[src/rtl/core/sjnq_pkg.sv]
package sjnq_pkg;

   // One queue entry as it is kept in the store.
   typedef struct packed {
      logic [15:0] pages;
      logic [15:0] id;
   } entry_type;

   // Operation codes on req_func.
   localparam logic FUNC_ENQ = 1'b0;
   localparam logic FUNC_DEQ = 1'b1;

   // Result status codes.
   localparam logic [1:0] STATUS_OK    = 2'd0;
   localparam logic [1:0] STATUS_EMPTY = 2'd1;
   localparam logic [1:0] STATUS_FULL  = 2'd2;

   // Id handed out first after reset and after a wrap.
   localparam logic [15:0] FIRST_ID = 16'd1;
   localparam logic [15:0] LAST_ID  = 16'hFFFF;

endpackage

[src/rtl/core/shortest_job_next_queue_core.sv]
// Shortest-job-next queue: holds up to DEPTH jobs ordered by ascending page
// count, oldest first among equal counts.
// Command channel: drive req_func and req_job_pages with start high; the beat
// is taken at the rising edge where start is high and busy is low.
// req_func selects enqueue (job gets the next id, 1 upwards, wrapping past
// 65535 back to 1) or dequeue (front job removed, its id returned).
// Result channel: rsp_valid is high for exactly one cycle per command and
// carries status, id, count after the operation and the empty flag. The
// receiver cannot stall, so a result beat must be taken when it appears.
// Timing: errors and an enqueue into an empty queue answer in the cycle after
// the command. A dequeue reads the front entry and answers from the read data.
// An enqueue walks from the tail, one held entry per cycle through the single
// read port of the entry memory, moving each held job with a larger page count
// one place back before the new job is written. busy stays high throughout.
// Reset (synchronous) empties the queue and sets the next id to 1; the
// entry memory itself is not cleared, as only held entries are ever read.
module shortest_job_next_queue_core #(
   parameter int DEPTH = 16
) (
   input  logic        clock,
   input  logic        reset,
   input  logic        start,
   output logic        busy,
   input  logic        req_func,
   input  logic [15:0] req_job_pages,
   output logic        rsp_valid,
   output logic [1:0]  rsp_status,
   output logic [15:0] rsp_job_id,
   output logic [4:0]  rsp_job_count,
   output logic        rsp_queue_empty
);

   localparam int AW = (DEPTH > 1) ? $clog2(DEPTH) : 1;
   localparam int CW = $clog2(DEPTH + 1);

   logic                wr_en;
   logic [AW-1:0]       wr_addr;
   sjnq_pkg::entry_type wr_data;
   logic                rd_en;
   logic [AW-1:0]       rd_addr;
   sjnq_pkg::entry_type rd_data;

   // Entry memory in circular order from the head pointer.
   sjnq_store #(
      .DEPTH (DEPTH),
      .AW    (AW)
   ) u_store (
      .clock   (clock),
      .wr_en   (wr_en),
      .wr_addr (wr_addr),
      .wr_data (wr_data),
      .rd_en   (rd_en),
      .rd_addr (rd_addr),
      .rd_data (rd_data)
   );

   // Command sequencer, counters and result register.
   sjnq_ctrl #(
      .DEPTH (DEPTH),
      .AW    (AW),
      .CW    (CW)
   ) u_ctrl (
      .clock           (clock),
      .reset           (reset),
      .start           (start),
      .busy            (busy),
      .req_func        (req_func),
      .req_job_pages   (req_job_pages),
      .rsp_valid       (rsp_valid),
      .rsp_status      (rsp_status),
      .rsp_job_id      (rsp_job_id),
      .rsp_job_count   (rsp_job_count),
      .rsp_queue_empty (rsp_queue_empty),
      .wr_en           (wr_en),
      .wr_addr         (wr_addr),
      .wr_data         (wr_data),
      .rd_en           (rd_en),
      .rd_addr         (rd_addr),
      .rd_data         (rd_data)
   );

endmodule

[src/rtl/core/sjnq_store.sv]
module sjnq_store #(
   parameter int DEPTH = 16,
   parameter int AW    = 4
) (
   input  logic                  clock,
   input  logic                  wr_en,
   input  logic [AW-1:0]         wr_addr,
   input  sjnq_pkg::entry_type   wr_data,
   input  logic                  rd_en,
   input  logic [AW-1:0]         rd_addr,
   output sjnq_pkg::entry_type   rd_data
);

   sjnq_pkg::entry_type mem [DEPTH];
   sjnq_pkg::entry_type rd_data_ff;

   // Single write port.
   always_ff @(posedge clock) begin
      if (wr_en) begin
         mem[wr_addr] <= wr_data;
      end
   end

   // Single read port with registered data.
   always_ff @(posedge clock) begin
      if (rd_en) begin
         rd_data_ff <= mem[rd_addr];
      end
   end

   assign rd_data = rd_data_ff;

endmodule

[src/rtl/core/sjnq_ctrl.sv]
module sjnq_ctrl #(
   parameter int DEPTH = 16,
   parameter int AW    = 4,
   parameter int CW    = 5
) (
   input  logic                  clock,
   input  logic                  reset,
   input  logic                  start,
   output logic                  busy,
   input  logic                  req_func,
   input  logic [15:0]           req_job_pages,
   output logic                  rsp_valid,
   output logic [1:0]            rsp_status,
   output logic [15:0]           rsp_job_id,
   output logic [4:0]            rsp_job_count,
   output logic                  rsp_queue_empty,
   output logic                  wr_en,
   output logic [AW-1:0]         wr_addr,
   output sjnq_pkg::entry_type   wr_data,
   output logic                  rd_en,
   output logic [AW-1:0]         rd_addr,
   input  sjnq_pkg::entry_type   rd_data
);

   typedef enum logic [3:0] {
      ST_IDLE  = 4'b0001,
      ST_WALK  = 4'b0010,
      ST_PLACE = 4'b0100,
      ST_DEQ   = 4'b1000
   } state_type;

   state_type       state_ff, state_in;
   logic [CW-1:0]   count_ff, count_in;
   logic [AW-1:0]   head_ff, head_in;
   logic [AW-1:0]   pos_ff, pos_in;
   logic [15:0]     pages_ff, pages_in;
   logic [15:0]     id_ff, id_in;
   logic [15:0]     next_id_ff, next_id_in;
   logic            rsp_valid_ff, rsp_valid_in;
   logic [1:0]      rsp_status_ff, rsp_status_in;
   logic [15:0]     rsp_id_ff, rsp_id_in;
   logic [CW+4:0]   count_wide;
   logic            accept;
   logic            is_full;
   logic [AW-1:0]   tail_pos;
   logic [15:0]     next_id_step;

   // Position in queue order to physical slot; both operands stay below DEPTH.
   function automatic logic [AW-1:0] slot(input logic [AW-1:0] base,
                                          input logic [AW-1:0] off);
      logic [AW:0] sum;
      sum = {1'b0, base} + {1'b0, off};
      if (sum >= (AW+1)'(DEPTH)) begin
         sum = sum - (AW+1)'(DEPTH);
      end
      return sum[AW-1:0];
   endfunction

   assign accept       = start && (state_ff == ST_IDLE);
   assign is_full      = (count_ff == CW'(DEPTH));
   assign tail_pos     = AW'(count_ff - CW'(1));
   assign next_id_step = (next_id_ff == sjnq_pkg::LAST_ID) ? sjnq_pkg::FIRST_ID
                                                           : next_id_ff + 16'd1;

   // Sequencer: insertion walks from the tail towards the front, one entry a cycle.
   always_comb begin
      state_in      = state_ff;
      count_in      = count_ff;
      head_in       = head_ff;
      pos_in        = pos_ff;
      pages_in      = pages_ff;
      id_in         = id_ff;
      next_id_in    = next_id_ff;
      rsp_valid_in  = 1'b0;
      rsp_status_in = rsp_status_ff;
      rsp_id_in     = rsp_id_ff;
      wr_en         = 1'b0;
      wr_addr       = head_ff;
      wr_data       = '{pages: pages_ff, id: id_ff};
      rd_en         = 1'b0;
      rd_addr       = head_ff;

      case (state_ff)
         ST_IDLE: begin
            if (accept) begin
               if (req_func == sjnq_pkg::FUNC_ENQ) begin
                  if (is_full) begin
                     rsp_valid_in  = 1'b1;
                     rsp_status_in = sjnq_pkg::STATUS_FULL;
                     rsp_id_in     = '0;
                  end else if (count_ff == '0) begin
                     wr_en         = 1'b1;
                     wr_addr       = head_ff;
                     wr_data       = '{pages: req_job_pages, id: next_id_ff};
                     count_in      = CW'(1);
                     next_id_in    = next_id_step;
                     rsp_valid_in  = 1'b1;
                     rsp_status_in = sjnq_pkg::STATUS_OK;
                     rsp_id_in     = next_id_ff;
                  end else begin
                     pages_in   = req_job_pages;
                     id_in      = next_id_ff;
                     next_id_in = next_id_step;
                     pos_in     = tail_pos;
                     rd_en      = 1'b1;
                     rd_addr    = slot(head_ff, tail_pos);
                     state_in   = ST_WALK;
                  end
               end else begin
                  if (count_ff == '0) begin
                     rsp_valid_in  = 1'b1;
                     rsp_status_in = sjnq_pkg::STATUS_EMPTY;
                     rsp_id_in     = '0;
                  end else begin
                     rd_en    = 1'b1;
                     rd_addr  = head_ff;
                     state_in = ST_DEQ;
                  end
               end
            end
         end

         ST_WALK: begin
            wr_en   = 1'b1;
            wr_addr = slot(head_ff, pos_ff + AW'(1));
            if (rd_data.pages > pages_ff) begin
               // Larger key moves one place back; walk on, or place at the front after position zero.
               wr_data = rd_data;
               if (pos_ff == '0) begin
                  state_in = ST_PLACE;
               end else begin
                  pos_in  = pos_ff - AW'(1);
                  rd_en   = 1'b1;
                  rd_addr = slot(head_ff, pos_ff - AW'(1));
               end
            end else begin
               // Key not greater: the new job goes right behind it.
               count_in      = count_ff + CW'(1);
               rsp_valid_in  = 1'b1;
               rsp_status_in = sjnq_pkg::STATUS_OK;
               rsp_id_in     = id_ff;
               state_in      = ST_IDLE;
            end
         end

         ST_PLACE: begin
            wr_en         = 1'b1;
            wr_addr       = head_ff;
            count_in      = count_ff + CW'(1);
            rsp_valid_in  = 1'b1;
            rsp_status_in = sjnq_pkg::STATUS_OK;
            rsp_id_in     = id_ff;
            state_in      = ST_IDLE;
         end

         ST_DEQ: begin
            head_in       = slot(head_ff, AW'(1));
            count_in      = count_ff - CW'(1);
            rsp_valid_in  = 1'b1;
            rsp_status_in = sjnq_pkg::STATUS_OK;
            rsp_id_in     = rd_data.id;
            state_in      = ST_IDLE;
         end

         default: begin
            state_in = ST_IDLE;
         end
      endcase
   end

   // Control state.
   always_ff @(posedge clock) begin
      if (reset) begin
         state_ff     <= ST_IDLE;
         count_ff     <= '0;
         head_ff      <= '0;
         next_id_ff   <= sjnq_pkg::FIRST_ID;
         rsp_valid_ff <= 1'b0;
      end else begin
         state_ff     <= state_in;
         count_ff     <= count_in;
         head_ff      <= head_in;
         next_id_ff   <= next_id_in;
         rsp_valid_ff <= rsp_valid_in;
      end
   end

   // Payload registers.
   always_ff @(posedge clock) begin
      pos_ff        <= pos_in;
      pages_ff      <= pages_in;
      id_ff         <= id_in;
      rsp_status_ff <= rsp_status_in;
      rsp_id_ff     <= rsp_id_in;
   end

   // The count reported is the held count after the operation.
   assign count_wide      = {5'd0, count_ff};
   assign busy            = (state_ff != ST_IDLE);
   assign rsp_valid       = rsp_valid_ff;
   assign rsp_status      = rsp_status_ff;
   assign rsp_job_id      = rsp_id_ff;
   assign rsp_job_count   = count_wide[4:0];
   assign rsp_queue_empty = (count_ff == '0);

   // The queue never holds more than DEPTH jobs.
   assert property (@(posedge clock) disable iff (reset)
      count_ff <= CW'(DEPTH))
      else $error("held count above depth");

   // A walk only visits positions of held jobs, and never starts on a full queue.
   assert property (@(posedge clock) disable iff (reset)
      (state_ff == ST_WALK) |-> ((CW'(pos_ff) < count_ff) && !is_full))
      else $error("walk position out of range");

   // Id zero is reserved for errors and is never handed out.
   assert property (@(posedge clock) disable iff (reset)
      (rsp_valid && (rsp_status == sjnq_pkg::STATUS_OK)) |-> (rsp_job_id != 16'd0))
      else $error("successful beat carries id zero");

   // The store is only written while an accepted item is being worked on.
   assert property (@(posedge clock) disable iff (reset)
      wr_en |-> (busy || accept))
      else $error("store written while idle");

   // Every finished operation returns the sequencer to idle in the same cycle.
   assert property (@(posedge clock) disable iff (reset)
      rsp_valid |-> !$past(busy && (state_in != ST_IDLE)))
      else $error("result beat while work continues");

endmodule
[config.mk]
export PLATFORM = sky130hd
export DESIGN_NAME = shortest_job_next_queue_core
export DESIGN_NICKNAME = d
export VERILOG_FILES = /design/src/rtl/core/sjnq_pkg.sv /design/src/rtl/core/shortest_job_next_queue_core.sv /design/src/rtl/core/sjnq_store.sv /design/src/rtl/core/sjnq_ctrl.sv
export SDC_FILE = /design/constraint.sdc
export NUM_CORES = 1
export LEC_CHECK = 0
export ABC_AREA = 1
export BUFFER_PORTS_ARGS = -buffer_cell sky130_fd_sc_hd__buf_4
export CAP_MARGIN = 10
export CORE_ASPECT_RATIO = 0.8
export CORE_MARGIN = 2
export CORE_UTILIZATION = 57
export DETAILED_ROUTE_END_ITERATION = 12
export PLACE_DENSITY_LB_ADDON = 0.2
export SYNTH_ARGS = -nofsm -noshare
export SYNTH_HDL_FRONTEND = slang
export SYNTH_HIERARCHICAL = 1
export SYNTH_SLANG_ARGS = --single-unit
[constraint.sdc]
create_clock -name clock -period 4.19 [get_ports clock]
set_clock_uncertainty 0.15 [all_clocks]
set_input_delay 0.6285 -clock clock [delete_from_list [all_inputs] [get_ports clock]]
set_output_delay 0.6285 -clock clock [all_outputs]
set_load 0.01 [all_outputs]
* After elaboration in Yosys (flattened, before gate mapping)
Memory sizes are Yosys's and may differ from the RTL's. A register that Yosys moved wholly into a read port is not among the register bits.
Cells that the tools add are included.
** Cells by class
- $add $sub $neg :: 13
- Magnitude comparators :: 5
- Equal/unequal tests :: 19
- Multiplexer cells :: 73
- Bitwise gates (word level) :: 3
- Reductions and logical operators :: 15
** Operator list (number)
- 32-bit 2-to-1 mux :: 5
- 16-bit 2-to-1 mux :: 7
- 4-bit 2-to-1 mux :: 24
- 16-bit case mux with 4 select lines :: 1
- 32-bit case mux with 2 select lines :: 1
- 5-bit 2-to-1 mux :: 5
- 4-bit case mux with 2 select lines :: 3
- 5-bit >= comparator, second input constant :: 4
- 5-bit case mux with 4 select lines :: 1
- 4-bit by 1-bit subtractor with 4-bit output, second input constant :: 5
- 16-bit by 1-bit adder with 16-bit output, second input constant :: 1
- 16-bit == test, second input constant :: 1
- 16-bit greater-than comparator :: 1
- 1-bit 2-to-1 mux :: 16
- 4-bit by 4-bit adder with 5-bit output :: 3
- 5-bit AND reduction :: 3
- 2-bit 2-to-1 mux :: 6
- 2-bit inequality test, second input constant :: 6
- 3-bit inequality test, second input constant :: 3
- 4-bit AND reduction :: 2
- 7-bit AND reduction :: 1
- 2-bit case mux with 3 select lines :: 1
- 6-bit AND reduction :: 1
- 4-bit by 1-bit adder with 5-bit output, second input constant :: 1
- 21 further kinds :: 26
** Storage, ports and cells
- Register bits after elaboration :: 84
- RAM bits :: 512
- Bits of input ports :: 20
- Output and inout port bits :: 26
- Word-level logic and storage cells :: 139
- Memories kept :: 1
** Memories
- u_store.mem :: words 16, width 32, read ports 1, clocked after Yosys merged registers in 1, write ports 1, RTL line sjnq_store.sv:14 : sjnq_pkg::entry_type mem [DEPTH];

* Logic depth before layout (Yosys ltp)
Gate-level depths: netlist (run 1).
- Word-level depth :: 9
- Mapped depth :: 26
- Mapped depth without buffers :: 23

* Cells and area by module
Netlist (run 1), hierarchy kept.
** Modules (own cells, without submodules)
- sjnq_store :: times used 1, cells an instance 2120, area each 23050.9 µm², sequential area each 16335.7 µm²
- sjnq_ctrl :: times used 1, cells an instance 735, area each 5574.1 µm², sequential area each 2222.1 µm²

* Worst setup path before layout (run 1)
Ideal clock, no wire load.
- Kind :: reg2reg
- Start point :: register u_ctrl.count_ff[0], in the netlist u_ctrl/rsp_job_count[0]
- End point :: register u_store/rd_data[0] (netlist name)
- Setup time :: 0.466 ns
- Data arrival time :: 3.380 ns
- Data required time :: 3.574 ns
- Setup slack :: 0.195 ns
- Stages on the path, launching flop included :: 7
- Path buffers :: 0
- Clock period less this slack :: 3.995 ns
- Cell sequence :: dfxtp_1 inv_1 ha_1 nor3b_4 o21ai_0 inv_1 o21ai_0
** Between the ends
- Elaborated cells between the ends (all ways) :: 17
- Those cells by class :: 3 x add/sub; 1 x order compare; 1 x eq/ne; 11 x mux; 1 x reduce/logical
** RTL lines
- from (decl) :: RTL line sjnq_ctrl.sv:33 : logic [CW-1:0] count_ff, count_in;
- from (signal assigned) :: RTL line sjnq_ctrl.sv:181 : count_ff <= count_in;
- 5-bit logical NOT :: RTL line sjnq_ctrl.sv:91, sjnq_ctrl.sv:110
- 1-bit 2-to-1 mux :: RTL line sjnq_ctrl.sv:91, sjnq_ctrl.sv:110
- 1-bit 2-to-1 mux :: RTL line sjnq_ctrl.sv:87 : if (is_full) begin
- 1-bit 2-to-1 mux * :: RTL line sjnq_ctrl.sv:86 : if (req_func == sjnq_pkg::FUNC_ENQ) begin
- 1-bit 2-to-1 mux * :: RTL line sjnq_ctrl.sv:85 : if (accept) begin
- 1-bit case mux with 2 select lines * :: RTL line sjnq_ctrl.sv:83 : case (state_ff)
- net rd_en :: RTL line shortest_job_next_queue_core.sv:39 : logic rd_en;
Mark *: on every way through the listed nets, which the timed path passes. The rest lies on a longest branch.
A chain may end at the register's enable or synchronous reset.

* Worst setup path after layout (run 1)
- Start point :: register u_ctrl.pages_ff[3]
- End point :: register u_store/rd_data[13] (netlist name)
** Between the ends
- Cells in the longest elaborated chain, start to end :: 3
- Elaborated cells between the ends (all ways) :: 5
- Those cells by class :: 1 x order compare; 4 x mux
** RTL lines
- from (decl) :: RTL line sjnq_ctrl.sv:36 : logic [15:0] pages_ff, pages_in;
- from (signal assigned) :: RTL line sjnq_ctrl.sv:191 : pages_ff <= pages_in;
- 16-bit greater-than comparator :: RTL line sjnq_ctrl.sv:126 : if (rd_data.pages > pages_ff) begin
- 4-bit 2-to-1 mux :: RTL line sjnq_ctrl.sv:126
- 4-bit case mux with 2 select lines :: RTL line sjnq_ctrl.sv:83
- net rd_addr[0] :: RTL line shortest_job_next_queue_core.sv:40 : logic [AW-1:0] rd_addr;
The timed path passes the listed nets, and every way through them passes these cells.

==> metrics.md, run 1 <==
| Metric | Value |
|---|---|
| Status | `complete, no violations` |
| Worst skew pair latency | `~0.62 ns` |
| Hold Buf Count CTS | `0` |
| P&R area growth vs syn | `11.3%` |
| Kind of critical path | `register to register` |
| Max Slew Vio Count | `0` |
| Clk buf depth | `3` |
| WL per Instance | `20.0 um` |
| Detailed Routing Iterations Pass 1 | `5` |
| #FFs+latches synth | `roughly 630` |
| Clock power frac | `about 28%` |
| GRT Resource Usage Total | `between 20% and 30%` |
| Flop pwr share | `around 43%` |
| Initial drt markers | `between 2000 and 2500` |
| Final HPWL DP | `~40 mm` |
| Vias per Instance | `roughly 5.5` |
| Setup TNS | `0 ns` |
| Antenna Nets Post-Route | `0` |
| Vias in the first global route | `~19000` |
| Syn Std Cell Area | `between 20000 and 30000 sq um` |
| Starting Density | `between 50 and 60%` |
| Synthesized instance count | `2855` |
| First-pass GRT wire length | `110 mm` |
| Max-slew headroom | `39.5%` |
| Setup Slack @ Placement | `about 0.57 ns` |
| Total congestion overflow | `0` |
| Startpoint types | `register` |
| CTS tree | `done` |
| Int Power | `12.9 mW` |
| Synth Net Count | `roughly 2900` |
| Sequential area share after synthesis | `between 60% and 70%` |
| Largest net degree at the start of global routing | `83` |
| Slack of the critical path | `around 0.5 ns` |
| Min-Delay Path Class | `primary input to register` |
| Netlist cell types | `47` |
| Max-cap violation count | `0` |
| Tcrit/Tclk final | `about nine tenths` |
| Fraction of layout cells with a size suffix above 1 | `8.08%` |
| CP Data Required Time | `between 4 and 5 ns` |
| Static Leak | `about 13 nW` |
| Cts bufs inserted | `60` |
| CP Data Arrival Time | `between 3 and 4 ns` |
| Max VDD drop | `~0.36 mV` |
| RSZ-0062 raised after global routing | `false` |
| Final Setup Violations | `0` |
| Yosys synthesis warning count | `6` |
| Switch Pwr | `about 6.6 mW` |
| H-Tree Level Count | `2` |
| Post-CTS setup buffers | `0` |
| Die Height | `between 200 and 250 um` |
| Switching share of power | `roughly a third` |
| IO buf count | `between 40 and 50` |
| Final WL | `72.3 mm` |
| ANT cells | `0` |
| Area of the die | `about 52000 sq um` |
| Critical Path Fanout Max | `38` |
| Core Area | `49700 sq um` |
| Io pins | `46` |
| Pwr Density | `slightly above 600 nW/um^2` |
| Clock root cell | `clkbuf_16` |
| Slew @ Worst Pin | `0.907 ns` |
| Post-CTS sizing | `0` |
| Via count | `20000` |
| Initial antenna violation count | `0` |
| Drc violations | `0` |
| Highest clock rate | `~0.27 GHz` |
| Worst-path clk slew | `0.06 ns` |
| Chip width | `roughly 250 um` |
| RD Place Congestion | `between 0.8 and 0.9` |
| Clock Sink Count | `628` |
| Worst hold slack | `0.0515 ns` |
| Critical Path End Type | `register` |
| Post-layout nets | `approximately 3000` |
| # rows | `73` |
| Post-Syn Area per Cell | `10.0 sq um` |
| Final Hold Viols | `0` |
| Logic pwr share | `~29%` |
| Fin crit period | `approximately 3.7 ns` |
sequential cells by signal, indices dropped and copies added (netlist names):
register and cells:
u_store/mem 512, u_ctrl/pos_ff 4, u_ctrl/rsp_valid 1, u_ctrl/next_id_ff 16
u_ctrl/rsp_job_count 5, u_store/rd_data 32, u_ctrl/id_ff 16, u_ctrl/state_ff 4
u_ctrl/rsp_status 2, u_ctrl/pages_ff 16, u_ctrl/head_ff 4, u_ctrl/rsp_job_id 16
worst max-delay path, cell delays in order (launching register included):
cell and delay [ns]:
edfxtp_1 0.36, inv_1 0.05, ha_1 0.29, nand2_1 0.07, inv_1 0.05, nand2_1 0.04
nand2_1 0.14, nand2_1 0.07, nand2_1 0.07, nand2_1 0.05, nand2_1 0.08, nand2_1 0.20
inv_1 0.17, nand2_1 0.06, nand3_1 0.11, nand3_4 0.18, inv_6 0.36, buf_4 0.37
nand2_1 0.13, nand3_1 0.10, nand3_1 0.12, nand3_1 0.11, nand2_1 0.05
cells in the final DEF (no fill, tap or decap), types with 4 or more instances in the layout:
cell type  count
a21oi_1       25
a22oi_1       16
buf_12        23
buf_4         78
bufinv_16      9
clkbuf_1      15
clkbuf_16     60
clkinv_1      17
clkinv_2       7
dfxtp_1       30
edfxtp_1     598
ha_1          31
inv_1        508
inv_2          9
nand2_1      881
nand3_1      432
nand3_2        4
nand3_4        4
nand4_1        4
nor2_1        46
nor2_4        18
nor3_1        10
o21ai_0       48
o22ai_1       13
xor2_1        13
worst paths after layout:
check | slack [ns] | depth (start not counted) | endpoint | from
hold reg to reg | 0.33 | 1 | u_ctrl/head_ff[3] | u_ctrl/head_ff[3]
hold / removal | 0.05 | 1 | u_ctrl/pages_ff[12] | req_job_pages[12]
setup reg to reg | 0.50 | 22 | u_store/rd_data[13] | u_ctrl/pages_ff[3]
setup / recovery | 0.50 | 22 | u_store/rd_data[13] | u_ctrl/pages_ff[3]
power groups by stage:
stage               Sequential, mW  Clock (mW)  Combinational, mW
floorplan                     8.54           0               3.81
global placement              8.54           0               5.34
detailed placement            8.56           0               5.48
CTS                           8.43        5.55               5.52
global route                  8.46        5.79               6.17
finish                        8.43        5.48               5.58
kinds of logic (layout without fill, tap and decap cells):
| kind of cell | Yosys count | in the layout | synth area share (%) |
|---|---|---|---|
| AND/OR/NAND/NOR | 1419 | 1419 | 21.2 |
| buffers and inverters | 643 | 732 | 9.62 |
| flip-flops | 628 | 628 | 64.8 |
| AO/OA/AOI/OAI | 115 | 115 | 2.31 |
| adder cells (fa/ha/maj) | 34 | 34 | 1.56 |
| XOR/XNOR | 16 | 16 | 0.490 |
per-layer routing:
metal,up-vias,track usage [%],wire length (um)
li1,9345,-,-
met1,9566,40.8,30700
met2,938,43.9,32700
met3,148,4.39,6630
met4,0,10.0,2230
met5,-,0,0
synthesized netlist by cell type, drive strengths merged:
master    n  area [sq um]
a211oi    2          15.0
a21o      2          15.0
a21oi    27           143
a22oi    16           120
a31oi     2          12.5
a32oi     1          8.76
buf     102           722
clkbuf   21          78.8
clkinv    1          3.75
dfxtp    30           601
edfxtp  598         18000
fa        3          60.1
ha       31           388
inv     519          1950
nand2   885          3330
nand3   440          2230
nand3b    3          35.0
nand4     4          25.0
nor2     67           274
nor3     14           103
nor3b     2          31.3
nor4      2          12.5
o211ai    1          7.51
o21ai    51           259
o22ai    13          81.3
or2       2          12.5
xnor2     3          26.3
xor2     13           114
per-stage QoR:
stage | instance area (sq um) | util [%] | instances | total power [mW]
after floorplan | 28600 | - | 2855 | 12.3
after global placement | 29900 | 60.2 | 3508 | 13.9
after detailed placement | 29900 | 60.2 | 3508 | 14.0
after CTS | 31900 | 64.1 | 3619 | 19.5
after global routing | 31900 | 64.1 | 3619 | 20.4
final | 31900 | 64.1 | 3619 | 19.5
layout make-up:
cell class | count | area (sq um)
multi-input combinational | 1584 | 7480
inverter | 520 | 1960
fill | 3937 | 17800
clock inverter | 36 | 407
sequential | 628 | 18600
clock buffer | 75 | 1560
tap | 675 | 845
timing repair buffer | 101 | 1050
(Power assumes the default switching activity.)
==> run 2, diff against run 1 <==
--- a/config.mk
+++ b/config.mk
@@ -12,7 +12,9 @@
 export CORE_MARGIN = 2
 export CORE_UTILIZATION = 57
 export DETAILED_ROUTE_END_ITERATION = 12
+export HOLD_SLACK_MARGIN = 0.08
 export PLACE_DENSITY_LB_ADDON = 0.2
+export RECOVER_POWER = 25
 export SYNTH_ARGS = -nofsm -noshare
 export SYNTH_HDL_FRONTEND = slang
 export SYNTH_HIERARCHICAL = 1
==> metrics.md, run 2 (synthesis gave the netlist of run 1 again) <==
| Metric | Value |
|---|---|
| Status | `complete, but fails checks` |
| Failing checks | `capacitance limit, slew limit` |
| Die Height | `between 200 and 250 um` |
| First-pass GRT wire length | `roughly 110 mm` |
| Setup Slack @ Placement | `around 0.57 ns` |
| IO buf count | `45` |
| Largest register by flop count | `u_store/mem` |
| WL per Instance | `approximately 20 um` |
| RSZ-0062 raised after global routing | `false` |
| Critical Path Fanout Max | `17` |
| Cts bufs inserted | `60` |
| Most used cell, CP | `nand3_1` |
| Clock root cell | `clkbuf_16` |
| Placed Cells | `about 3500` |
| Startpoint types | `register` |
| Final Hold Viols | `0` |
| Total congestion overflow | `0` |
| Area of the die | `52000 sq um` |
| Post-CTS setup buffers | `0` |
| Commonest non-fill, non-tap cells in the layout | `nand2_1, edfxtp_1, inv_1, nand3_1, clkbuf_16` |
| Chip width | `255 um` |
| Max Slew Vio Count | `17` |
| Post-layout nets | `about 3000` |
| Max-slew headroom | `-1.72%` |
| Final WL | `72.3 mm` |
| Kind of critical path | `register to register` |
| Hold Buf Count CTS | `16` |
| Starting Density | `a little under 60%` |
| Critical Path End Type | `register` |
| Max-cap violation count | `1` |
| Max VDD drop | `between 0.3 and 0.4 mV` |
| Max FFs per register | `512` |
| Antenna Nets Post-Route | `0` |
| Clock Sink Count | `approximately 630` |
| Fin cells | `about 3600` |
| Worst hold slack | `approximately 0.14 ns` |
| Via count | `between 20000 and 25000` |
| Detailed Routing Iterations Pass 1 | `5` |
| H-Tree Level Count | `2` |
| Commonest non-fill, non-tap cell in the layout | `nand2_1` |
| Vias per Instance | `around 5.5` |
| Worst-path cell chain | `nor2_1, nand3_1, inv_1, nand3_1, clkinv_1, nand2_1, o21ai_2, clkbuf_2` |
| Io pins | `46` |
| Core Area | `approximately 50000 sq um` |
| Slack of the critical path | `0.365 ns` |
| Final Setup Violations | `0` |
| Slew @ Worst Pin | `about 1.5 ns` |
| CP Data Required Time | `4.28 ns` |
| M3 GR Usage | `~4.3%` |
| Worst skew pair latency | `approximately 0.62 ns` |
| Max incr delay on CP | `between 0.7 and 0.8 ns` |
| Fraction of layout cells with a size suffix above 1 | `under 10%` |
| Tcrit/Tclk final | `about nine tenths` |
| Min-Delay Path Class | `primary input to register` |
| Initial antenna violation count | `0` |
| Fin crit period | `3.82 ns` |
| P&R area growth vs syn | `11.0%` |
| Clk buf depth | `3` |
| Setup TNS | `0 ns` |
| CTS tree | `done` |
| Static Leak | `around 13 nW` |
| Met1 Track Usage GR | `40.8%` |
| CP Data Arrival Time | `about 3.9 ns` |
| GRT Resource Usage Total | `between 20 and 30%` |
| ANT cells | `0` |
| Final HPWL DP | `39.6 mm` |
| Initial drt markers | `2318` |
| Drc violations | `0` |
| Worst-path clk slew | `about 0.060 ns` |
| # rows | `73` |
| Met2 Usage GRT | `between 40% and 50%` |
| Highest clock rate | `0.261 GHz` |
| Largest net degree at the start of global routing | `between 80 and 90` |
| Top Usage Layer GRT | `met2` |
| RD Place Congestion | `slightly below 0.9` |
| Pwr Density | `about 610 nW/um^2` |
| Slowest cell on the critical path | `clkbuf_2` |
| Post-CTS sizing | `0` |
| Vias in the first global route | `~19000` |
-- run 2: changes by cell type in the layout (fill, tap and decap cells not counted), sizes merged --
cell         previous run  this run
buf                   101        58
clkbuf                 75       118
clkinv                 26        27
dlygate4sd3             0        16
inv                   520       519
-- run 2: metrics by stage --
step	area (sq um)	power, mW	util [%]
after global placement	29900	13.9	60.2
after CTS	32000	19.5	64.4
after detailed placement	29900	14.0	60.2
after global routing	31800	20.3	64.0
final	31800	19.4	64.0
after floorplan	28600	12.3	-
-- run 2: path summary, 6_finish.rpt --
path | start | to | slack (ns) | depth (start not counted)
worst min register to register | u_ctrl/head_ff[3] | u_ctrl/head_ff[3] | 0.33 | 1
worst max register to register | u_ctrl/state_ff[2] | u_store/rd_data[16] | 0.37 | 8
worst min-delay path | reset | u_ctrl/next_id_ff[15] | 0.14 | 2
worst max-delay path | u_ctrl/state_ff[2] | u_store/rd_data[16] | 0.37 | 8
-- run 2: report_power, final --
group | switching [mW] | internal [mW] | total, mW
registers | 0.171 | 8.26 | 8.43
clock network | 2.31 | 3.18 | 5.48
logic | 4.06 | 1.44 | 5.50
total | 6.54 | 12.9 | 19.4
-- run 2: per-layer routing --
metal	share of wire (%)	wire (um)	vias up
li1	-	-	9381
met1	42	30600	9673
met2	46	33000	941
met3	9.2	6640	149
met4	2.9	2060	0
met5	0	0	-
-- run 2: worst max-delay path, delay by kind of cell, from the launching register on --
family	cells	cell delay [ns]
DFF	1	0.33
and+or+nand+nor	4	1.00
AOI/OAI and AO/OA	1	0.54
buffers and inverters	3	1.40
-- run 2: cell type report --
cell class | instances | area, sq um
Timing Repair Buffer | 117 | 1050
Inverter | 520 | 1960
Multi-Input combinational cell | 1584 | 7410
Clock inverter | 36 | 407
Clock buffer | 75 | 1560
Fill cell | 3972 | 17900
Tap cell | 675 | 845
Sequential cell | 628 | 18600
